`src/pcpe_pkg.sv`:
```
package pcpe_pkg;

  localparam int FRAC_BITS     = 16;
  localparam int CORDIC_STAGES = 16;

  // restoring steps of the modulo 2*pi reduction, one per cell
  localparam int RED_STEPS = 30 - FRAC_BITS;
  localparam int RED_IDX_W = $clog2(RED_STEPS);

  // cordic step index, sized for the arctangent table
  localparam int ATAN_IDX_W = 5;

  localparam int CFG_ADDR_W = 4;

  localparam logic [1:0] REG_CURVE_KIND = 2'd0;
  localparam logic [1:0] REG_RADIUS_X   = 2'd1;
  localparam logic [1:0] REG_RADIUS_Y   = 2'd2;
  localparam logic [1:0] REG_PITCH      = 2'd3;

  localparam logic [1:0] KIND_CIRCLE  = 2'd0;
  localparam logic [1:0] KIND_ELLIPSE = 2'd1;
  localparam logic [1:0] KIND_HELIX   = 2'd2;

  // 2*pi in Q3.60, rounded to F+30 fraction bits for the reduction
  localparam logic [63:0] TWO_PI_Q60 = 64'h6487ED5110B4611A;
  localparam logic [63:0] TP_FULL =
    (TWO_PI_Q60 + (64'd1 << (29 - FRAC_BITS))) >> (30 - FRAC_BITS);
  localparam logic [62:0] TP = TP_FULL[62:0];

  // multiple of 2*pi that makes every scaled angle non-negative
  localparam logic [62:0] RED_OFFSET    = TP << (29 - FRAC_BITS);
  localparam logic [32:0] RED_OFFSET_HI = RED_OFFSET[62:30];

  localparam logic [33:0] PI_Q30      = 34'd3373259426;
  localparam logic [33:0] HALF_PI_Q30 = 34'd1686629713;
  localparam logic [33:0] TWO_PI_Q30  = 34'd6746518852;
  localparam logic [33:0] WRAP_LIM    = TWO_PI_Q30 - HALF_PI_Q30;

  localparam logic signed [32:0] GAIN_Q30 = 33'sd652032874;
  localparam logic [29:0] INV_TWO_PI_Q32 = 30'd683565276;

  localparam logic [23:0] XY_MAX    = 24'hFFFFFF;
  localparam logic [40:0] Z_POS_LIM = 41'h0FFFFFFFFFF;
  localparam logic [40:0] Z_NEG_LIM = 41'h10000000000;

  localparam logic [29:0] ATAN_Q30 [32] = '{
    30'd843314857, 30'd497837829, 30'd263043837, 30'd133525159, 30'd67021687,
    30'd33543516, 30'd16775851, 30'd8388437, 30'd4194283, 30'd2097149,
    30'd1048576, 30'd524288, 30'd262144, 30'd131072, 30'd65536, 30'd32768,
    30'd16384, 30'd8192, 30'd4096, 30'd2048, 30'd1024, 30'd512, 30'd256,
    30'd128, 30'd64, 30'd32, 30'd16, 30'd8, 30'd4, 30'd2, 30'd1, 30'd0
  };

  typedef struct packed {
    logic signed [31:0] angle;
    logic [62:0]        rem;
  } red_t;

  typedef struct packed {
    logic signed [31:0] angle;
    logic signed [32:0] x;
    logic signed [32:0] y;
    logic signed [33:0] z;
    logic               neg;
  } rot_t;

  typedef struct packed {
    logic [1:0]  kind;
    logic [23:0] radius_x;
    logic [23:0] radius_y;
    logic [23:0] pitch;
  } cfg_t;

endpackage

```
`src/pcpe_reduce_cell.sv`:
```
module pcpe_reduce_cell import pcpe_pkg::*; (
  input  logic                 clk,
  input  logic                 rst,
  input  logic [RED_IDX_W-1:0] step,
  input  logic                 up_valid,
  output logic                 up_ready,
  input  red_t                 up_data,
  output logic                 dn_valid,
  input  logic                 dn_ready,
  output red_t                 dn_data
);

  logic [62:0] divisor;
  logic [63:0] diff;
  red_t        nxt;

  assign up_ready = !dn_valid || dn_ready;

  // one restoring step: take off 2*pi << step when it fits
  always_comb begin
    divisor   = TP << step;
    diff      = {1'b0, up_data.rem} - {1'b0, divisor};
    nxt.angle = up_data.angle;
    nxt.rem   = diff[63] ? up_data.rem : diff[62:0];
  end

  always_ff @(posedge clk) begin
    if (rst) begin
      dn_valid <= 1'b0;
    end else if (up_ready) begin
      dn_valid <= up_valid;
    end
  end

  always_ff @(posedge clk) begin
    if (up_valid && up_ready) begin
      dn_data <= nxt;
    end
  end

endmodule

```
`config.mk`:
```
export PLATFORM = sky130hd
export DESIGN_NAME = pcpe_reduce_cell
export DESIGN_NICKNAME = d
export VERILOG_FILES = /design/src/pcpe_pkg.sv /design/src/pcpe_reduce_cell.sv
export SDC_FILE = /design/constraint.sdc
export NUM_CORES = 1
export LEC_CHECK = 0
export ABC_AREA = 0
export BUFFER_PORTS_ARGS = -buffer_cell sky130_fd_sc_hd__clkbuf_2
export CAP_MARGIN = 20
export CORE_ASPECT_RATIO = 0.9
export CORE_MARGIN = 2
export CORE_UTILIZATION = 32
export DETAILED_ROUTE_END_ITERATION = 10
export PLACE_DENSITY = 0.55
export SKIP_CTS_REPAIR_TIMING = 1
export SYNTH_ARGS = -nofsm -noshare
export SYNTH_HDL_FRONTEND = slang
export SYNTH_SLANG_ARGS = --single-unit
```
`constraint.sdc`:
```
create_clock -name clk -period 5.9 [get_ports clk]
set_clock_uncertainty 0.1 [all_clocks]
set_input_delay 1.18 -clock clk [delete_from_list [all_inputs] [get_ports clk]]
set_output_delay 1.18 -clock clk [all_outputs]
set_load 0.01 [all_outputs]
```
==> results.toml <==
[route]
num_vias = 8063
first_pass_iters = 5
wl_um = 26100
first_iter_violations = 562
drc = 0
detail_route.wl_per_cell_um = 17.2
postRouteAntennaNets = 0
vias_per_cell = 5.30

[finish]
final-instance-count-excl-fill = 1520
nFillCells = 2696
layout-drive-gt1-share_pct = 24.0
final_area_sq_um = 10200
fin_nets = 1341
antenna_cells_inserted = 0
layout-area-overhead-vs-synth_pct = 22.6

[placed_design]
place.detailed.hpwl_um = 21000
final_weighted_congestion_in_routability_driven_placement = 0.923
portBuffers = 199
placed_area_sq_um = 9920
place.detailed.instances = 1504

[pwr]
power.sequential.fraction_pct = 35.0
power_w = 0.00253
clock_power_share_pct = 24.2
swShare_pct = 37.6
power_report.internal_total_w = 0.00158
power_switching_w = 0.000951
power_per_cell_area_nw_per_um2 = 247
total_leakage_power_nw = 4.46
peak_ir_drop_on_the_vdd_network_mv = 0.127
pwr-share-comb_pct = 40.8

[clock_tree]
cts.path.max_buffers = 2
clockRootBuffer = "sky130_fd_sc_hd__clkbuf_16"
cts_made_buffers = 9
clkSinkCount = 96
clk_transition_reported_paths_ps = 80
worstSkewPairLatency_ps = 360
cts_tree = "built"
cts-htree-levels = 3

[grt]
antenna_found_initial = 0
globalRouteTotalUtil_pct = 18.7
grt_start_max_net_pins = 68
grt_pass1_vias = 7251
globalRoute.totalOverflow = 0
global_route_wire_length_before_repair_um = 40200

[logic_synthesis]
synth_top_family_by_area = "compound AO/OA/AOI/OAI gates"
synthesis.yosys.warnings = 0
ys_top_cells_by_area = "sky130_fd_sc_hd__edfxtp_1, sky130_fd_sc_hd__ha_1, sky130_fd_sc_hd__nand2_1"
synthMostInstantiatedCell = "sky130_fd_sc_hd__nand2_1"
synth_top_area_share_pct = 34.2
synth_adder_area_share_pct = 10.7
ys_seq_elements = 96
synth-edff-count = 95
yosysUniqueCellTypes = 64
synth_compound_gate_area_share_pct = 26.8
cell_type_contributing_the_most_total_cell_area_after_synthesis = "sky130_fd_sc_hd__edfxtp_1"
synth-seq-area-share_pct = 34.5
synthesis.area_sq_um = 8340
synth_simple_gate_area_share_pct = 16.2
synthTopCellsByCount = "sky130_fd_sc_hd__nand2_1, sky130_fd_sc_hd__o21ai_0, sky130_fd_sc_hd__edfxtp_1, sky130_fd_sc_hd__a21oi_1, sky130_fd_sc_hd__ha_1"
ys.flop_type = "sky130_fd_sc_hd__edfxtp_1"
mappedNetlistNets = 1133
post_synth_mux_area_share_pct = 1.89
syn_avg_cell_area_sq_um = 8.69
synth-async-reset-ratio_pct = 0
post_synth_inst_count = 959
yosys.area_share.xor_xnor_pct = 6.20

[timing]
relSlewSlack_pct = 40.7
min_period_over_period_pct = 90.0
timing.final.crit_period_ps = 5310
timing.fmax_mhz = 188
setup-tns-final_ps = 0
rsz0062_at_grt = "no"
setup_violations = 0
maxSlewViolCount = 0
worst_slew_pin_slew_ps = 889
finalHoldViolations = 0
hold_slack_ps = 433

[worst_hold_path]
class_of_the_tightest_hold_or_removal_check = "flip-flop to flip-flop"

[critical_path]
required_ps = 5920
cp_max_fo = 8
cp-start-kind = "primary input"
path_class = "primary input to flip-flop"
cp_data_arrival_time_ps = 5330
crit_path_end_kind = "flip-flop"

[die]
std_cell_rows = 56
die_width_um = 174
io_pins = 200
die_h_um = 157
initial_utilization_pct = 32.2
design.die.area_sq_um = 27400
placeableCoreArea_sq_um = 25900

[outcome]
outcome = "finished clean"

[flow_run]
max-cap-violations = 0
==> stage by stage <==
stage,utilization (%),setup WS [ps]
2_1_floorplan,-,715
3_3_place_gp,38.4,362
3_5_place_dp,38.4,320
4_1_cts,39.5,691
5_1_grt,39.5,349
6_report,39.5,589
==> logic make-up after synthesis <==
logic type	Yosys count
buffers and inverters	74
DFF	96
muxes	15
and+or+nand+nor	298
adders and majority gates	71
AOI/OAI and AO/OA	346
xor gates and xnor gates	59
==> metal layers <==
metal  GRT usage (%)  share of wire, %
met1            27.5                50
met2            28.6                42
met3            3.07               6.6
met4            4.48               1.5
met5               0                 0
==> critical path: stages <==
cell	delay (ps)
sky130_fd_sc_hd__clkbuf_2	140
sky130_fd_sc_hd__inv_1	240
sky130_fd_sc_hd__ha_1	390
sky130_fd_sc_hd__nor2_1	310
sky130_fd_sc_hd__a21oi_1	90
sky130_fd_sc_hd__o21bai_1	170
sky130_fd_sc_hd__ha_1	300
sky130_fd_sc_hd__nand4_1	120
sky130_fd_sc_hd__nor4_1	430
sky130_fd_sc_hd__buf_4	180
sky130_fd_sc_hd__o211ai_1	180
sky130_fd_sc_hd__nand2_1	160
sky130_fd_sc_hd__a31oi_1	160
sky130_fd_sc_hd__o311ai_0	500
sky130_fd_sc_hd__o21ai_0	310
sky130_fd_sc_hd__xnor2_1	190
sky130_fd_sc_hd__mux2_1	290
==> final cells by class <==
type                    instances  area [sq um]  share of cell area, %
inverters                      26          97.6                  0.955
repair buffers                245          1370                   13.4
clock buffers                   9           225                   2.20
well taps                     348           435                   4.26
flip-flops and latches         96          2870                   28.1
multi-input cells             789          5150                   50.4
clock inverters                 7          72.6                  0.710
==> cell usage in the layout, fill, tap and decap left out, drive strengths merged, types with 12 or more instances in the layout <==
cell type and instances:
clkbuf 208, nand2 138, o21ai 109, edfxtp 95, a21oi 91, ha 71, nor2 56, buf 46
a21o 41, xor2 33, inv 30, xnor2 26, nand3 18, nand2b 15, nand4 14, nor3 13
a31oi 12, o21bai 12
==> power groups by stage <==
stage / Clock [W] / Sequential (W) / Combinational, W
2_1_floorplan: 0 / 0.000944 / 0.000638
3_3_place_gp: 0 / 0.000902 / 0.00102
3_5_place_dp: 0 / 0.000900 / 0.00102
4_1_cts: 0.000634 / 0.000886 / 0.00103
5_1_grt: 0.000650 / 0.000894 / 0.00114
6_report: 0.000612 / 0.000885 / 0.00103
==> registers in the layout, summed over array words and instances, names as in the netlist <==
signal	count
dn_valid	1
dn_data	95
==> path summary, 6_finish.rpt <==
check                                            from                     to  slack [ps]  cells past startpoint
worst max-delay path                          step[1]  dn_data[48]$_DFFE_PP_         590                     17
worst min-delay path            dn_valid$_SDFFE_PP0N_  dn_valid$_SDFFE_PP0N_         430                      2
worst max register to register  dn_valid$_SDFFE_PP0N_  dn_data[34]$_DFFE_PP_        3820                      3
worst min register to register  dn_valid$_SDFFE_PP0N_  dn_valid$_SDFFE_PP0N_         430                      2
Power figures use the tool's default switching activity.
