<file path="config.mk">
export PLATFORM = sky130hd
export DESIGN_NAME = pcpe_fold
export DESIGN_NICKNAME = d
export VERILOG_FILES = /design/src/pcpe_pkg.sv /design/src/pcpe_fold.sv
export SDC_FILE = /design/constraint.sdc
export NUM_CORES = 1
export LEC_CHECK = 0
export ABC_AREA = 0
export BUFFER_PORTS_ARGS = -buffer_cell sky130_fd_sc_hd__clkbuf_2
export CAP_MARGIN = 20
export CORE_ASPECT_RATIO = 0.8
export CORE_MARGIN = 4
export CORE_UTILIZATION = 45
export DETAILED_ROUTE_END_ITERATION = 7
export GPL_ROUTABILITY_DRIVEN = 0
export PLACE_DENSITY = 0.84
export REMOVE_ABC_BUFFERS = 1
export SETUP_SLACK_MARGIN = 0.5
export SLEW_MARGIN = 20
export SYNTH_ARGS = -nofsm -noshare
export SYNTH_HDL_FRONTEND = slang
export SYNTH_SLANG_ARGS = --single-unit
</file>
<file path="constraint.sdc">
create_clock -name clk -period 3.8 [get_ports clk]
set_input_delay 0.76 -clock clk [delete_from_list [all_inputs] [get_ports clk]]
set_output_delay 0.76 -clock clk [all_outputs]
set_load 0.03 [all_outputs]
</file>
<file path="src/pcpe_pkg.sv">
package pcpe_pkg;

  localparam int FRAC_BITS     = 16;
  localparam int CORDIC_STAGES = 16;

  // restoring steps of the modulo 2*pi reduction, one per cell
  localparam int RED_STEPS = 30 - FRAC_BITS;
  localparam int RED_IDX_W = $clog2(RED_STEPS);

  // cordic step index, sized for the arctangent table
  localparam int ATAN_IDX_W = 5;

  localparam int CFG_ADDR_W = 4;

  localparam logic [1:0] REG_CURVE_KIND = 2'd0;
  localparam logic [1:0] REG_RADIUS_X   = 2'd1;
  localparam logic [1:0] REG_RADIUS_Y   = 2'd2;
  localparam logic [1:0] REG_PITCH      = 2'd3;

  localparam logic [1:0] KIND_CIRCLE  = 2'd0;
  localparam logic [1:0] KIND_ELLIPSE = 2'd1;
  localparam logic [1:0] KIND_HELIX   = 2'd2;

  // 2*pi in Q3.60, rounded to F+30 fraction bits for the reduction
  localparam logic [63:0] TWO_PI_Q60 = 64'h6487ED5110B4611A;
  localparam logic [63:0] TP_FULL =
    (TWO_PI_Q60 + (64'd1 << (29 - FRAC_BITS))) >> (30 - FRAC_BITS);
  localparam logic [62:0] TP = TP_FULL[62:0];

  // multiple of 2*pi that makes every scaled angle non-negative
  localparam logic [62:0] RED_OFFSET    = TP << (29 - FRAC_BITS);
  localparam logic [32:0] RED_OFFSET_HI = RED_OFFSET[62:30];

  localparam logic [33:0] PI_Q30      = 34'd3373259426;
  localparam logic [33:0] HALF_PI_Q30 = 34'd1686629713;
  localparam logic [33:0] TWO_PI_Q30  = 34'd6746518852;
  localparam logic [33:0] WRAP_LIM    = TWO_PI_Q30 - HALF_PI_Q30;

  localparam logic signed [32:0] GAIN_Q30 = 33'sd652032874;
  localparam logic [29:0] INV_TWO_PI_Q32 = 30'd683565276;

  localparam logic [23:0] XY_MAX    = 24'hFFFFFF;
  localparam logic [40:0] Z_POS_LIM = 41'h0FFFFFFFFFF;
  localparam logic [40:0] Z_NEG_LIM = 41'h10000000000;

  localparam logic [29:0] ATAN_Q30 [32] = '{
    30'd843314857, 30'd497837829, 30'd263043837, 30'd133525159, 30'd67021687,
    30'd33543516, 30'd16775851, 30'd8388437, 30'd4194283, 30'd2097149,
    30'd1048576, 30'd524288, 30'd262144, 30'd131072, 30'd65536, 30'd32768,
    30'd16384, 30'd8192, 30'd4096, 30'd2048, 30'd1024, 30'd512, 30'd256,
    30'd128, 30'd64, 30'd32, 30'd16, 30'd8, 30'd4, 30'd2, 30'd1, 30'd0
  };

  typedef struct packed {
    logic signed [31:0] angle;
    logic [62:0]        rem;
  } red_t;

  typedef struct packed {
    logic signed [31:0] angle;
    logic signed [32:0] x;
    logic signed [32:0] y;
    logic signed [33:0] z;
    logic               neg;
  } rot_t;

  typedef struct packed {
    logic [1:0]  kind;
    logic [23:0] radius_x;
    logic [23:0] radius_y;
    logic [23:0] pitch;
  } cfg_t;

endpackage

</file>
<file path="src/pcpe_fold.sv">
module pcpe_fold import pcpe_pkg::*; (
  input  logic clk,
  input  logic rst,
  input  logic up_valid,
  output logic up_ready,
  input  red_t up_data,
  output logic dn_valid,
  input  logic dn_ready,
  output rot_t dn_data
);

  logic [62:0]        rsum;
  logic [33:0]        z0;
  logic signed [34:0] zw;
  logic               neg;
  rot_t               nxt;

  assign up_ready = !dn_valid || dn_ready;

  // round to q30, then bring into [-pi/2, pi/2], folding by pi negates sin and cos
  always_comb begin
    rsum = up_data.rem + (63'd1 << (FRAC_BITS - 1));
    z0   = rsum[FRAC_BITS+33:FRAC_BITS];
    neg  = (z0 > HALF_PI_Q30) && (z0 < WRAP_LIM);
    if (neg) begin
      zw = $signed({1'b0, z0}) - $signed({1'b0, PI_Q30});
    end else if (z0 > PI_Q30) begin
      zw = $signed({1'b0, z0}) - $signed({1'b0, TWO_PI_Q30});
    end else begin
      zw = $signed({1'b0, z0});
    end
    nxt.angle = up_data.angle;
    nxt.x     = GAIN_Q30;
    nxt.y     = '0;
    nxt.z     = zw[33:0];
    nxt.neg   = neg;
  end

  always_ff @(posedge clk) begin
    if (rst) begin
      dn_valid <= 1'b0;
    end else if (up_ready) begin
      dn_valid <= up_valid;
    end
  end

  always_ff @(posedge clk) begin
    if (up_valid && up_ready) begin
      dn_data <= nxt;
    end
  end

endmodule

</file>
==> impl_results.md <==
- Die X: 136 µm
- Largest net degree at the start of global routing: 68
- Number of synthesis warnings: 0
- Status: finished, violations left
- Post-CTS Hold Buffers: 0
- Max-cap violation count: 0
- Synthesized area per cell: 9.19 µm²
- Vias per std cell: 6.11
- Row Count: 37
- Post-layout util: 0.740
- IO Pins: 234
- Clock sinks: 68
- GRT Util Overall: 0.252
- Fin Hold WS: 0.517 ns
- Worst VDD drop: 0.230 mV
- Area added between synthesis and finish: 61.1%
- Worst EP required: 3.86 ns
- Initial antenna violation count: 0
- PwrDens: 287 nW/µm²
- Tot Pwr: 2.72 mW
- Arr. time, crit path: 3.99 ns
- CTS Root Cell: clkbuf_16
- Non-Filler Instances: 1,163
- Synthesized instance count: 641
- Setup-failing EPs final: 16
- DRT Wirelength: 24,700 µm
- DP Cell Count: 1,105
- Cell Area, Synth: 5890 µm²
- CP Max Fanout: 5
- Die area: 15,000 µm²
- Fin worst setup slack: -0.134 ns
- Die Height: 110 µm
- Failing checks: design-rule violations, negative setup slack
- DRT Pass-1 Iters: 8
- Total gr overflow: 0
- Drt wl/cell: 21.2 µm
- RSZ-0062 raised after global routing: true
- Post-synth ARST share: 0
- Vias: 7,107
- Final #Nets: 1,086
- Port Buffer Count: 139
- Slowest stage cell on the critical path: or4_4
- Max Slew Vio Count: 0
- Ys flop type: edfxtp_1
- DP HPWL: 14,700 µm
- Kind of critical path: in2reg
- Final worst path period need: 3.93 ns
- DRT antenna net count: 0
- Unique masters post-synth: 73
- Clock Pin Slew Worst Setup and Hold Paths: 0.06 ns
- Final period utilization: 1.04
- Critical path's largest stage delay: 0.54 ns
- Clock H-tree levels: 3
- CTS tree: done
- Register area share after synthesis: 0.345
- First-pass GRT wire length: 30,300 µm
- Area of the core: 12,800 µm²
- DP Worst Slack: -0.422 ns
- Critical path endpoint category: register
- Final Skew: 0.00790 ns
- Worst hold path class: reg2reg
- Number of global-route vias before repair: 6,198
- Share of cells above drive strength 1: 0.526
- CP Launch Type: primary input
- Leak Pwr: 3.94 nW
- Fmax: 0.254 GHz
- Post-synth EDFFs: 67
- DRC viols: 19
- Slew headroom: 0.536
- Worst path cell trace: buf_8 -> nand4_4 -> or4_4 -> nor3_1 -> xnor2_1 -> and3_4 -> nand4_1 -> a2111oi_4 -> buf_4 -> buf_4 -> buf_8 -> o2111ai_2 -> o41ai_4 -> xnor2_1
- Initial Utilization: 0.459
- Actual slew at the worst max-slew pin: 0.691 ns
- #FFs+latches synth: 68
- Worst skew pair latency: 0.32 ns
- Total CTS buffers: 9
- ANT cells: 0
- Initial DRC count: 939
- Final hold vios: 0
- CTS Buffer Depth: 2
[metal layers]
layer  vias to the layer above  wire (µm)  track usage
met4                         0       1690       0.0906
met3                       208       3320       0.0563
met5                         -          0            0
met2                       695      10900        0.424
met1                      3202       8720        0.322
li1                       3002          -            -
[worst max-delay path: cells and delay by family]
family / cells / cell delay, ns
simple gates: 5 / 1.49
xor+xnor: 2 / 0.41
buf+inv: 4 / 0.55
compound gates: 3 / 0.79
[power by group]
part / leakage, nW / total [mW] / switching [mW] / internal (mW)
clock network: 0.146 / 0.814 / 0.304 / 0.510
logic: 3.14 / 0.985 / 0.616 / 0.369
registers: 0.657 / 0.919 / 0.0171 / 0.902
[synthesized netlist by cell type, types with 5 or more instances]
cell,count,area [µm²]
xor2_1,21,184
or2_2,6,37.5
and2_1,13,81.3
edfxtp_1,67,2010
or4_1,8,60.1
nand2_1,40,150
a31oi_1,6,37.5
o31ai_1,13,97.6
nor4_1,11,68.8
o31a_1,5,43.8
nor2_1,25,93.8
clkbuf_1,11,41.3
a31o_2,6,52.6
xnor2_1,46,403
nand4_1,26,163
and3_1,15,93.8
buf_4,69,518
o211ai_1,12,90.1
nor3_1,22,110
a21oi_1,14,70.1
nand2b_1,9,56.3
a211oi_1,8,60.1
buf_2,18,90.1
o21ai_0,24,120
o21a_1,5,37.5
or3_1,8,50.1
nand3_1,31,155
a311oi_1,5,43.8
o221ai_1,5,43.8
inv_1,11,41.3
[timing repair]
item | in CTS | in global routing
gates resized for setup | 74 | 124
buffers inserted | 16 | 20
pin swaps | 26 | 48
setup endpoints to repair | 34 | 34
cloned | 1 | 5
[stage by stage]
step / cell area [µm²] / TNS (ns)
after global routing: 9490 / -3.66
after CTS: 8630 / 0
after detailed placement: 7810 / -11.01
final: 9490 / -0.782
after global placement: 7810 / -8.55
after floorplan: 5450 / -24.51
[flip-flops by register name, indices dropped and copies added (netlist names)]
name      cells
dn_valid      1
dn_data      67
[worst paths after layout]
check                                      startpoint                     to  slack [ns]  depth (start not counted)
worst max-delay path                      up_data[22]  dn_data[24]$_DFFE_PP_       -0.13                         14
worst min-delay path            dn_valid$_SDFFE_PP0N_  dn_valid$_SDFFE_PP0N_        0.52                          2
worst max register to register  dn_valid$_SDFFE_PP0N_  dn_data[25]$_DFFE_PP_        2.54                          3
worst min register to register  dn_valid$_SDFFE_PP0N_  dn_valid$_SDFFE_PP0N_        0.52                          2
[final cells by class]
| class | count | area, µm² |
|---|---|---|
| multi-input combinational | 523 | 4180 |
| fill | 785 | 3340 |
| tap | 175 | 219 |
| clock buffer | 9 | 225 |
| timing repair buffer | 369 | 2710 |
| inverter | 12 | 50.0 |
| sequential | 68 | 2030 |
| clock inverter | 7 | 73.8 |
[cell families after synthesis]
family	count (synthesis)	share of synthesized area
AND/OR/NAND/NOR	237	0.227
XOR/XNOR	67	0.0997
buffers and inverters	115	0.123
flip-flops	68	0.345
other	2	0.00128
multiplexers	6	0.0108
AO/OA/AOI/OAI	142	0.185
adder cells (fa/ha/maj)	4	0.00850
[cell usage in the layout (no fill, tap or decap), types with 9 or more instances in the layout]
master and instances:
a21oi_1 11, and2_1 10, and3_1 12, buf_4 202, buf_6 16, clkbuf_16 14
clkbuf_2 133, conb_1 66, edfxtp_1 67, inv_1 11, nand2_1 36, nand3_1 24
nand4_1 26, nor2_1 22, nor3_1 15, o211ai_1 12, o21ai_0 10, xnor2_1 37
xnor2_2 9, xor2_1 17
Note: power is estimated with default switching activity, not from simulation.
