==> src/pcpe_pkg.sv <==
package pcpe_pkg;

  localparam int FRAC_BITS     = 16;
  localparam int CORDIC_STAGES = 16;

  // restoring steps of the modulo 2*pi reduction, one per cell
  localparam int RED_STEPS = 30 - FRAC_BITS;
  localparam int RED_IDX_W = $clog2(RED_STEPS);

  // cordic step index, sized for the arctangent table
  localparam int ATAN_IDX_W = 5;

  localparam int CFG_ADDR_W = 4;

  localparam logic [1:0] REG_CURVE_KIND = 2'd0;
  localparam logic [1:0] REG_RADIUS_X   = 2'd1;
  localparam logic [1:0] REG_RADIUS_Y   = 2'd2;
  localparam logic [1:0] REG_PITCH      = 2'd3;

  localparam logic [1:0] KIND_CIRCLE  = 2'd0;
  localparam logic [1:0] KIND_ELLIPSE = 2'd1;
  localparam logic [1:0] KIND_HELIX   = 2'd2;

  // 2*pi in Q3.60, rounded to F+30 fraction bits for the reduction
  localparam logic [63:0] TWO_PI_Q60 = 64'h6487ED5110B4611A;
  localparam logic [63:0] TP_FULL =
    (TWO_PI_Q60 + (64'd1 << (29 - FRAC_BITS))) >> (30 - FRAC_BITS);
  localparam logic [62:0] TP = TP_FULL[62:0];

  // multiple of 2*pi that makes every scaled angle non-negative
  localparam logic [62:0] RED_OFFSET    = TP << (29 - FRAC_BITS);
  localparam logic [32:0] RED_OFFSET_HI = RED_OFFSET[62:30];

  localparam logic [33:0] PI_Q30      = 34'd3373259426;
  localparam logic [33:0] HALF_PI_Q30 = 34'd1686629713;
  localparam logic [33:0] TWO_PI_Q30  = 34'd6746518852;
  localparam logic [33:0] WRAP_LIM    = TWO_PI_Q30 - HALF_PI_Q30;

  localparam logic signed [32:0] GAIN_Q30 = 33'sd652032874;
  localparam logic [29:0] INV_TWO_PI_Q32 = 30'd683565276;

  localparam logic [23:0] XY_MAX    = 24'hFFFFFF;
  localparam logic [40:0] Z_POS_LIM = 41'h0FFFFFFFFFF;
  localparam logic [40:0] Z_NEG_LIM = 41'h10000000000;

  localparam logic [29:0] ATAN_Q30 [32] = '{
    30'd843314857, 30'd497837829, 30'd263043837, 30'd133525159, 30'd67021687,
    30'd33543516, 30'd16775851, 30'd8388437, 30'd4194283, 30'd2097149,
    30'd1048576, 30'd524288, 30'd262144, 30'd131072, 30'd65536, 30'd32768,
    30'd16384, 30'd8192, 30'd4096, 30'd2048, 30'd1024, 30'd512, 30'd256,
    30'd128, 30'd64, 30'd32, 30'd16, 30'd8, 30'd4, 30'd2, 30'd1, 30'd0
  };

  typedef struct packed {
    logic signed [31:0] angle;
    logic [62:0]        rem;
  } red_t;

  typedef struct packed {
    logic signed [31:0] angle;
    logic signed [32:0] x;
    logic signed [32:0] y;
    logic signed [33:0] z;
    logic               neg;
  } rot_t;

  typedef struct packed {
    logic [1:0]  kind;
    logic [23:0] radius_x;
    logic [23:0] radius_y;
    logic [23:0] pitch;
  } cfg_t;

endpackage

==> src/pcpe_cordic_cell.sv <==
module pcpe_cordic_cell import pcpe_pkg::*; (
  input  logic                  clk,
  input  logic                  rst,
  input  logic [ATAN_IDX_W-1:0] step,
  input  logic                  up_valid,
  output logic                  up_ready,
  input  rot_t                  up_data,
  output logic                  dn_valid,
  input  logic                  dn_ready,
  output rot_t                  dn_data
);

  logic signed [32:0] dx;
  logic signed [32:0] dy;
  logic signed [33:0] at;
  rot_t               nxt;

  assign up_ready = !dn_valid || dn_ready;

  always_comb begin
    dx  = $signed(up_data.y) >>> step;
    dy  = $signed(up_data.x) >>> step;
    at  = $signed({4'b0, ATAN_Q30[step]});
    nxt = up_data;
    if (!up_data.z[33]) begin
      nxt.x = up_data.x - dx;
      nxt.y = up_data.y + dy;
      nxt.z = up_data.z - at;
    end else begin
      nxt.x = up_data.x + dx;
      nxt.y = up_data.y - dy;
      nxt.z = up_data.z + at;
    end
  end

  always_ff @(posedge clk) begin
    if (rst) begin
      dn_valid <= 1'b0;
    end else if (up_ready) begin
      dn_valid <= up_valid;
    end
  end

  always_ff @(posedge clk) begin
    if (up_valid && up_ready) begin
      dn_data <= nxt;
    end
  end

endmodule

==> config.mk <==
export PLATFORM = sky130hd
export DESIGN_NAME = pcpe_cordic_cell
export DESIGN_NICKNAME = d
export VERILOG_FILES = /design/src/pcpe_pkg.sv /design/src/pcpe_cordic_cell.sv
export SDC_FILE = /design/constraint.sdc
export NUM_CORES = 1
export LEC_CHECK = 0
export BUFFER_PORTS_ARGS = -buffer_cell sky130_fd_sc_hd__buf_2
export CAP_MARGIN = 5
export CORE_ASPECT_RATIO = 0.75
export CORE_MARGIN = 2
export CORE_UTILIZATION = 53
export CTS_CLUSTER_DIAMETER = 80
export DETAILED_ROUTE_END_ITERATION = 7
export PLACE_DENSITY = 0.79
export SYNTH_ARGS = -nofsm -noshare
export SYNTH_HDL_FRONTEND = slang
export SYNTH_SLANG_ARGS = --single-unit
==> constraint.sdc <==
create_clock -name clk -period 6.4 [get_ports clk]
set_input_delay 0.64 -clock clk [delete_from_list [all_inputs] [get_ports clk]]
set_output_delay 0.64 -clock clk [all_outputs]
set_load 0.1 [all_outputs]
==> metrics.csv, run 1 <==
stage,metric,value,unit
floorplan,Die H,154,µm
global_route,global router's overall resource usage,0.360,
critical_path,reg2reg start,dn_valid,
timing,Final period util,0.938,
placed_design,HPWL Detailed,45500,µm
synth,top-count cell post-synth,a21oi_1,
clock_network,worst-skew pair later-pin latency,0.44,ns
clock_network,clock sink count,134,
synth,cells after synthesis,1699,
cells_and_area,Final nets,2284,
critical_path,"critical path, cell by cell","buf_8, buf_16, mux4_2, o221ai_1, o221ai_1, a211oi_1, nand2b_1, or3_1, nor2_1, a21oi_1, xnor2_1, ha_1, nand4_1, o221a_2, o21ai_0, a211o_1, nand2_1, o31a_1, a211o_1, o21ai_0, a21oi_1, xnor2_1",
power_and_ir_drop,P per Cell Area,296,nW/µm²
power_and_ir_drop,Peak VDD IR,0.000277,V
timing,Total Neg Setup Slack,0,ns
floorplan,Chip Width,204,µm
synth,synth top area cells,"edfxtp_1 25%, mux4_2 11%, ha_1 8.6%",
timing,worst setup margin,0.395,ns
route,DR vias/cell,6.51,
synth,synthesis-stage register bit count,134,
clock_network,CTS Buffer Depth,2,
floorplan,core area,29300,µm²
clock_network,root buffer cell,clkbuf_16,
global_route,global-route wire length before repair,86900,µm
synth,sequential area share after synthesis,0.252,
critical_path,"Max FO, Critical Path",49,
run,Max Cap Viol,0,
timing,Tmin final,6.00,ns
synth,ys flop type,edfxtp_1,
critical_path,CP peak stage delay,0.60,ns
power_and_ir_drop,leak pwr,8.10,nW
global_route,largest net degree at the start of global routing,55,
clock_network,post-CTS setup buffer count,0,
critical_path,CP startpoint kind,input port,
critical_path,CP max-delay cell,mux4_2,
power_and_ir_drop,NetSw,0.00289,W
global_route,vias in the first global route,15100,
clock_network,Clock Pin Slew Worst Setup and Hold Paths,0.08,ns
route,DRT Pass-1 Iters,7,
synth,Synth top area share,0.251,
synth,leading area contributor after synthesis,edfxtp_1,
synth,Mapped Nets,1953,
power_and_ir_drop,combinational share of power,0.590,
critical_path,crit path DAT,6.21,ns
timing,Least-Margin Pin Slew,0.828,ns
route,routed length per instance,23.8,µm
clock_network,hold_buf cts,0,
route,via count,15900,
synth,unique cell type count in the Yosys netlist,85,
status,status,"complete, no violations",
timing,Final Hold Viols,0,
critical_path,worst path required time,6.60,ns
power_and_ir_drop,Pint,0.00273,W
floorplan,Rows,54,
floorplan,Initial Util,0.543,
critical_path,CP Launch Point,step[0],
power_and_ir_drop,part of the power in registers,0.222,
synth,most frequent cells after synthesis,"164 x a21oi_1, 136 x nor2_1, 133 x edfxtp_1",
timing,Final Setup Violations,0,
cells_and_area,ratio of cells with drive above 1 in the final layout,0.280,
timing,Slew Limit Fails,0,
timing,Hold WS,0.338,ns
clock_network,number of CTS-inserted buffers,17,
global_route,grt ovf,0,
route,Routed Antenna Nets,0,
route,DRC Markers,0,
placed_design,GP Congestion,1.01,
route,Post-Route WL,57900,µm
floorplan,Top-Level Pins,277,
route,Initial DRC Count,1661,
synth,"Cell Area, Synth",15900,µm²
synth,Synth warnings,0,
clock_network,H-tree Lvls,4,
hold_path,HP Start,rst,
cells_and_area,P&R area growth vs syn,19.3,%
clock_network,CTS tree,built,
critical_path,Worst Setup Path Type,in2reg,
critical_path,crit end category,register,
global_route,initial antenna violation count,1,
floorplan,die area,31500,µm²
placed_design,dpl ws,-0.0466,ns
timing,FMAX,167,MHz
synth,Post-synth ARST share,0,
synth,"EDFF count, synth",133,
power_and_ir_drop,clock share of power,0.188,
critical_path,CP bufs+invs,2,
timing,Slew headroom,0.448,
timing,skew final,0.0114,ns
critical_path,Crit path max-delay family,compound AO/OA/AOI/OAI gates,
power_and_ir_drop,Final Power,0.00562,W
timing,RSZ-0062 raised after global routing,false,
synth,Syn Area/Cell,9.37,µm²
hold_path,HP Class,in2reg,
power_and_ir_drop,Net Sw Frac,0.513,
placed_design,port bufs,276,
-- power groups by stage --
stage / Combinational [W] / Sequential, W / Clock (W)
after floorplan: 0.00135 / 0.00243 / 0
after global placement: 0.00321 / 0.00126 / 0
after detailed placement: 0.00326 / 0.00127 / 0
after CTS: 0.00327 / 0.00125 / 0.00106
after global routing: 0.00349 / 0.00127 / 0.00109
final: 0.00332 / 0.00125 / 0.00105
-- repair_timing --
item / in CTS / in global routing
endpoints found under the setup margin: 0 / 6
resized for setup: 0 / 3
hold endpoints to repair: 0 / 0
-- flip-flops by register name (all words and copies together) (netlist names) --
register	cells
dn_valid	1
dn_data	133
-- area by class of cell --
| class | instances | area, µm² |
|---|---|---|
| well taps | 392 | 490 |
| clock inverters | 15 | 173 |
| fillers | 2440 | 10300 |
| clock buffers | 17 | 425 |
| inverters | 52 | 195 |
| multi-input cells | 1424 | 11300 |
| diodes | 1 | 2.50 |
| flip-flops and latches | 134 | 4010 |
| repair buffers | 401 | 2420 |
-- layer usage --
layer	wire length (µm)	track usage
met4	1970	0.128
met1	23800	0.486
met2	26200	0.570
met3	5930	0.0797
met5	0	0
-- layout by cell type, fill, tap and decap left out, types with 6 or more instances in the layout --
cell type  count
a211oi_1      27
a21o_1        41
a21oi_1      164
a221oi_1      11
a31oi_1       26
and2_1        20
and3_1        15
buf_2        273
buf_4        121
clkbuf_16     17
edfxtp_1     133
ha_1         109
inv_1         48
inv_8          6
mux2_2        35
mux2i_1       73
mux4_2        78
nand2_1      105
nand2b_1      25
nand3_1       31
nand4_1       14
nor2_1       136
nor2b_1       16
nor3_1        36
nor3b_1        7
o211ai_1       9
o21a_1        20
o21ai_0       81
o21bai_1      18
o221ai_1       8
o22ai_1       21
or2_2          7
or3_1         11
xnor2_1      107
xor2_1        69
-- worst paths after layout --
path,depth (start not counted),slack [ns],end
min reg2reg,2,0.68,dn_valid
max reg2reg,3,4.27,dn_data[100]
min,2,0.34,dn_valid
max,22,0.40,dn_data[67]
-- kinds of logic (layout without fill, tap and decap cells) --
| family | Yosys count | count (layout) | synth area share |
|---|---|---|---|
| AOI/OAI and AO/OA | 504 | 504 | 0.205 |
| and+or+nand+nor | 446 | 446 | 0.136 |
| muxes | 186 | 186 | 0.181 |
| xor gates and xnor gates | 176 | 176 | 0.0968 |
| buffers and inverters | 141 | 485 | 0.0393 |
| DFF | 134 | 134 | 0.252 |
| adders and majority gates | 112 | 112 | 0.0894 |
| other | 0 | 1 | 0 |
-- per-stage QoR --
step,util,instances,instance area (µm²)
2_1_floorplan,-,1699,15900
3_5_place_dp,0.627,2403,18400
3_3_place_gp,0.627,2403,18400
6_report,0.648,2436,19000
5_1_grt,0.648,2435,19000
4_1_cts,0.648,2435,19000
-- worst register-to-register path: cells and delay by family, from the launching register on --
family                 cells  cell delay (ns)
DFF                        1             0.35
buffers and inverters      1             0.66
and+or+nand+nor            2             0.70
No activity file was read; power rests on OpenSTA's default activity.
==> inputs of run 2 (changes only) <==
--- a/config.mk
+++ b/config.mk
@@ -7,12 +7,14 @@
 export LEC_CHECK = 0
 export BUFFER_PORTS_ARGS = -buffer_cell sky130_fd_sc_hd__buf_2
 export CAP_MARGIN = 5
-export CORE_ASPECT_RATIO = 0.75
+export CORE_ASPECT_RATIO = 1.5
 export CORE_MARGIN = 2
 export CORE_UTILIZATION = 53
 export CTS_CLUSTER_DIAMETER = 80
 export DETAILED_ROUTE_END_ITERATION = 7
+export HOLD_SLACK_MARGIN = 0.05
 export PLACE_DENSITY = 0.79
+export SKIP_CTS_REPAIR_TIMING = 1
 export SYNTH_ARGS = -nofsm -noshare
 export SYNTH_HDL_FRONTEND = slang
 export SYNTH_SLANG_ARGS = --single-unit
==> metrics.csv, run 2 (synthesized netlist as in run 1, its figures left out) <==
stage,metric,value,unit
status,status,"complete, no violations",
clock_network,CTS Buffer Depth,2,
cells_and_area,P&R area growth vs syn,19.8,%
floorplan,Chip Width,146,µm
clock_network,Clock Pin Slew Worst Setup and Hold Paths,0.08,ns
floorplan,Die H,216,µm
timing,RSZ-0062 raised after global routing,false,
clock_network,root buffer cell,clkbuf_16,
power_and_ir_drop,Peak VDD IR,0.000237,V
timing,Tmin final,6.02,ns
floorplan,core area,29600,µm²
critical_path,CP bufs+invs,3,
route,DRT Pass-1 Iters,5,
placed_design,dpl ws,-0.0809,ns
cells_and_area,fill cell count,2509,
cells_and_area,most frequent cells in the layout,"273 x buf_2, 164 x a21oi_1, 136 x nor2_1",
cells_and_area,Regs by FF count,"dn_data x133, dn_valid x1",
global_route,grt ovf,0,
placed_design,HPWL Detailed,46300,µm
placed_design,GP Congestion,1.02,
timing,Slew headroom,0.388,
global_route,vias in the first global route,16000,
route,Post-Route WL,59500,µm
floorplan,Initial Util,0.538,
global_route,initial antenna violation count,2,
run,Max Cap Viol,0,
timing,Slew Limit Fails,0,
critical_path,Worst Setup Path Type,in2reg,
clock_network,worst-skew pair later-pin latency,0.46,ns
critical_path,crit end category,register,
power_and_ir_drop,P per Cell Area,292,nW/µm²
timing,FMAX,166,MHz
global_route,global router's overall resource usage,0.371,
timing,Total Neg Setup Slack,0,ns
floorplan,die area,31500,µm²
route,via count,16000,
route,routed length per instance,24.3,µm
clock_network,CTS tree,built,
critical_path,crit path DAT,6.24,ns
route,DR vias/cell,6.52,
floorplan,Rows,77,
timing,Final Hold Viols,0,
critical_path,CP startpoint kind,input port,
cells_and_area,ratio of cells with drive above 1 in the final layout,0.283,
critical_path,"critical path, cell by cell","buf_8, mux4_2, o221ai_1, o221ai_1, a211oi_1, nand2b_1, or3_1, o21ai_0, xor2_1, ha_1, buf_4, nand3_1, nor2_1, a211oi_1, nand4b_1, a31oi_1, o21ai_0, a221oi_1, buf_4, o31ai_1, xor2_1",
cells_and_area,Final nets,2293,
cells_and_area,Largest register FFs,133,
critical_path,Crit path max-delay family,compound AO/OA/AOI/OAI gates,
floorplan,Top-Level Pins,277,
critical_path,CP max-delay cell,mux4_2,
power_and_ir_drop,Final Power,0.00556,W
timing,worst setup margin,0.380,ns
route,Initial DRC Count,1268,
critical_path,CP peak stage delay,0.63,ns
hold_path,HP Class,in2reg,
timing,skew final,0.0100,ns
timing,Final Setup Violations,0,
route,DRC Markers,0,
timing,Final period util,0.941,
placed_design,port bufs,276,
cells_and_area,most flop-heavy register,dn_data,
timing,Least-Margin Pin Slew,0.919,ns
clock_network,H-tree Lvls,4,
cells_and_area,"commonest non-fill, non-tap cell in the layout",buf_2,
clock_network,number of CTS-inserted buffers,17,
power_and_ir_drop,leak pwr,8.13,nW
global_route,global-route wire length before repair,90000,µm
global_route,largest net degree at the start of global routing,77,
route,Routed Antenna Nets,0,
critical_path,worst path required time,6.62,ns
critical_path,"Max FO, Critical Path",52,
clock_network,clock sink count,134,
[run 2: path summary, 6_finish.rpt]
check | cells after the start | slack, ns | startpoint | endpoint
worst max-delay path | 21 | 0.38 | step[0] | dn_data[66]
worst min-delay path | 2 | 0.33 | rst | dn_valid
worst max register to register | 3 | 3.95 | dn_valid | dn_data[50]
worst min register to register | 2 | 0.53 | dn_valid | dn_valid
[run 2: area by class of cell]
type,instances,area (µm²),share of cell area
diodes,2,5.00,0.000262
well taps,395,494,0.0259
clock buffers,17,425,0.0223
flip-flops and latches,134,4010,0.210
inverters,52,195,0.0102
clock inverters,15,154,0.00807
multi-input cells,1424,11300,0.592
repair buffers,410,2500,0.131
[run 2: where the power goes]
group          switching (W)  internal, W  total (W)  leakage, nW
clock               0.000464     0.000518   0.000982        0.279
combinational        0.00235     0.000975    0.00333         6.56
sequential         0.0000385      0.00121    0.00125         1.29
total                0.00286      0.00271    0.00556         8.13
[run 2: through the flow]
step / hold WS (ns) / util / std cells / cell area [µm²]
floorplan: 0.709 / - / 1699 / 15900
global placement: 0.494 / 0.625 / 2415 / 18500
detailed placement: 0.517 / 0.625 / 2415 / 18500
CTS: 0.325 / 0.645 / 2447 / 19100
global route: 0.345 / 0.645 / 2449 / 19100
finish: 0.329 / 0.645 / 2449 / 19100
[run 2: per-layer routing]
| metal | vias to the layer above | GRT usage | share of wire |
|---|---|---|---|
| met4 | 0 | 0.257 | 0.076 |
| met3 | 248 | 0.0615 | 0.070 |
| met2 | 859 | 0.677 | 0.52 |
| met1 | 7668 | 0.387 | 0.34 |
| li1 | 7187 | - | - |
| met5 | - | 0 | 0 |
[run 2: worst register-to-register path: cells and delay by family, from the launching register on]
kind          cells  cell delay, ns
buf+inv           1            0.93
simple gates      2            0.81
flops             1            0.31
==> inputs of run 3 (changes only) <==
--- a/config.mk
+++ b/config.mk
@@ -6,7 +6,6 @@
 export NUM_CORES = 1
 export LEC_CHECK = 0
 export BUFFER_PORTS_ARGS = -buffer_cell sky130_fd_sc_hd__buf_2
-export CAP_MARGIN = 5
 export CORE_ASPECT_RATIO = 1.5
 export CORE_MARGIN = 2
 export CORE_UTILIZATION = 53
@@ -14,6 +13,7 @@
 export DETAILED_ROUTE_END_ITERATION = 7
 export HOLD_SLACK_MARGIN = 0.05
 export PLACE_DENSITY = 0.79
+export RECOVER_POWER = 25
 export SKIP_CTS_REPAIR_TIMING = 1
 export SYNTH_ARGS = -nofsm -noshare
 export SYNTH_HDL_FRONTEND = slang
==> metrics.csv, run 3 (synthesized netlist as in run 1, its figures left out) <==
stage,metric,value,unit
route,routed length per instance,24.3,µm
power_and_ir_drop,P per Cell Area,292,nW/µm²
floorplan,die area,31500,µm²
timing,RSZ-0062 raised after global routing,false,
critical_path,Worst Setup Path Type,in2reg,
critical_path,worst r2r dst,dn_data[50],
critical_path,CP max-delay cell,mux4_2,
clock_network,clock sink count,134,
timing,worst setup margin,0.385,ns
hold_path,HP Start,rst,
power_and_ir_drop,combinational share of power,0.598,
placed_design,GP Congestion,1.02,
placed_design,dpl ws,-0.0809,ns
route,Post-Route WL,59500,µm
critical_path,worst path required time,6.61,ns
cells_and_area,fill cell count,2518,
critical_path,"critical path, cell by cell","buf_8, mux4_2, o221ai_1, o221ai_1, a211oi_1, nand2b_1, or3_1, o21ai_0, xor2_1, ha_1, buf_4, nand3_1, nor2_1, a211oi_1, nand4b_1, a31oi_1, o21ai_0, a221oi_1, buf_4, o31ai_1, xor2_1",
global_route,initial antenna violation count,2,
floorplan,Top-Level Pins,277,
power_and_ir_drop,NetSw,0.00286,W
status,status,"complete, but fails checks",
cells_and_area,most flop-heavy register,dn_data,
route,DR vias/cell,6.50,
timing,Slew Limit Fails,59,
power_and_ir_drop,Pint,0.00271,W
timing,Final Setup Violations,0,
timing,Final period util,0.940,
critical_path,flop2flop setup slack,1.46,ns
cells_and_area,P&R area growth vs syn,19.7,%
cells_and_area,final core occ,0.645,
cells_and_area,Final nets,2293,
cells_and_area,Largest register FFs,133,
timing,Final Hold Viols,0,
floorplan,Rows,77,
critical_path,Register-to-Register Path Depth,3,
status,failing checks,"max-capacitance violations, max-slew violations",
timing,Least-Margin Pin Slew,4.18,ns
critical_path,CP startpoint kind,input port,
placed_design,port bufs,276,
floorplan,Initial Util,0.538,
clock_network,H-tree Lvls,4,
route,Initial DRC Count,1263,
hold_path,hold path cells,2,
clock_network,root buffer cell,clkbuf_16,
run,Max Cap Viol,1,
clock_network,CTS tree,built,
power_and_ir_drop,leak pwr,8.10,nW
critical_path,crit path DAT,6.23,ns
timing,Slew headroom,-1.78,
cells_and_area,"commonest non-fill, non-tap cell in the layout",buf_2,
clock_network,worst-skew pair later-pin latency,0.47,ns
cells_and_area,Regs by FF count,"dn_data x133, dn_valid x1",
floorplan,Chip Width,146,µm
clock_network,number of CTS-inserted buffers,17,
hold_path,hold endpoint,dn_valid,
route,DRT Pass-1 Iters,6,
power_and_ir_drop,Net Sw Frac,0.514,
critical_path,CP peak stage delay,0.63,ns
global_route,grt ovf,0,
timing,Hold WS,0.331,ns
clock_network,Clock Pin Slew Worst Setup and Hold Paths,0.08,ns
critical_path,"Max FO, Critical Path",52,
clock_network,CTS Buffer Depth,2,
timing,FMAX,166,MHz
power_and_ir_drop,Peak VDD IR,0.000237,V
power_and_ir_drop,part of the power in registers,0.226,
global_route,global-route wire length before repair,90000,µm
critical_path,reg2reg start,dn_valid,
cells_and_area,most frequent cells in the layout,"263 x buf_2, 164 x a21oi_1, 136 x nor2_1",
placed_design,HPWL Detailed,46300,µm
global_route,global router's overall resource usage,0.371,
timing,skew final,0.00916,ns
floorplan,Die H,216,µm
global_route,largest net degree at the start of global routing,77,
hold_path,HP Class,in2reg,
power_and_ir_drop,clock share of power,0.176,
route,via count,15900,
power_and_ir_drop,Final Power,0.00556,W
cells_and_area,ratio of cells with drive above 1 in the final layout,0.278,
route,Routed Antenna Nets,0,
floorplan,core area,29600,µm²
route,DRC Markers,0,
global_route,vias in the first global route,16000,
timing,Tmin final,6.02,ns
critical_path,crit end category,register,
run 3: worst max path at each step:
stage | start | to | slack (ns) | cells after the start
floorplan | step[4] | dn_data[66] | 0.09 | 26
global placement | step[0] | dn_data[66] | -0.11 | 21
detailed placement | step[0] | dn_data[100] | -0.08 | 23
CTS | step[0] | dn_data[100] | 0.31 | 24
global route | step[0] | dn_data[100] | 0.02 | 24
finish | step[0] | dn_data[66] | 0.38 | 21
run 3: routing by layer:
metal / wire length [µm] / track usage / vias to the layer above
met1: 20100 / 0.387 / 7655
met2: 30800 / 0.677 / 834
li1: - / - / 7191
met5: 0 / 0 / -
met4: 4470 / 0.257 / 0
met3: 4140 / 0.0615 / 238
run 3: power by group through the flow:
| stage | Clock [W] | Sequential (W) | Combinational [W] |
|---|---|---|---|
| CTS | 0.000988 | 0.00125 | 0.00329 |
| detailed placement | 0 | 0.00127 | 0.00327 |
| global placement | 0 | 0.00127 | 0.00323 |
| finish | 0.000980 | 0.00125 | 0.00333 |
| floorplan | 0 | 0.00243 | 0.00135 |
| global route | 0.00102 | 0.00127 | 0.00349 |
run 3: layout make-up:
type,count,area [µm²],share of cell area
Multi-Input combinational cell,1424,11300,0.592
Clock inverter,15,154,0.00807
Tap cell,395,494,0.0259
Timing Repair Buffer,410,2490,0.131
Inverter,52,195,0.0102
Antenna cell,2,5.00,0.000263
Sequential cell,134,4010,0.211
Clock buffer,17,425,0.0223
run 3: through the flow:
stage          cell area (µm²)  TNS, ns  instances
2_1_floorplan            15900        0       1699
3_3_place_gp             18500   -0.277       2415
3_5_place_dp             18500   -0.222       2415
4_1_cts                  19100        0       2447
5_1_grt                  19100        0       2449
6_report                 19100        0       2449
run 3: critical path: cells and delay by family:
kind	cells	cell delay, ns
adder cells (fa/ha/maj)	1	0.32
multiplexers	1	0.63
buffers and inverters	3	0.71
AND/OR/NAND/NOR	5	0.97
XOR/XNOR	2	0.43
AO/OA/AOI/OAI	9	2.49
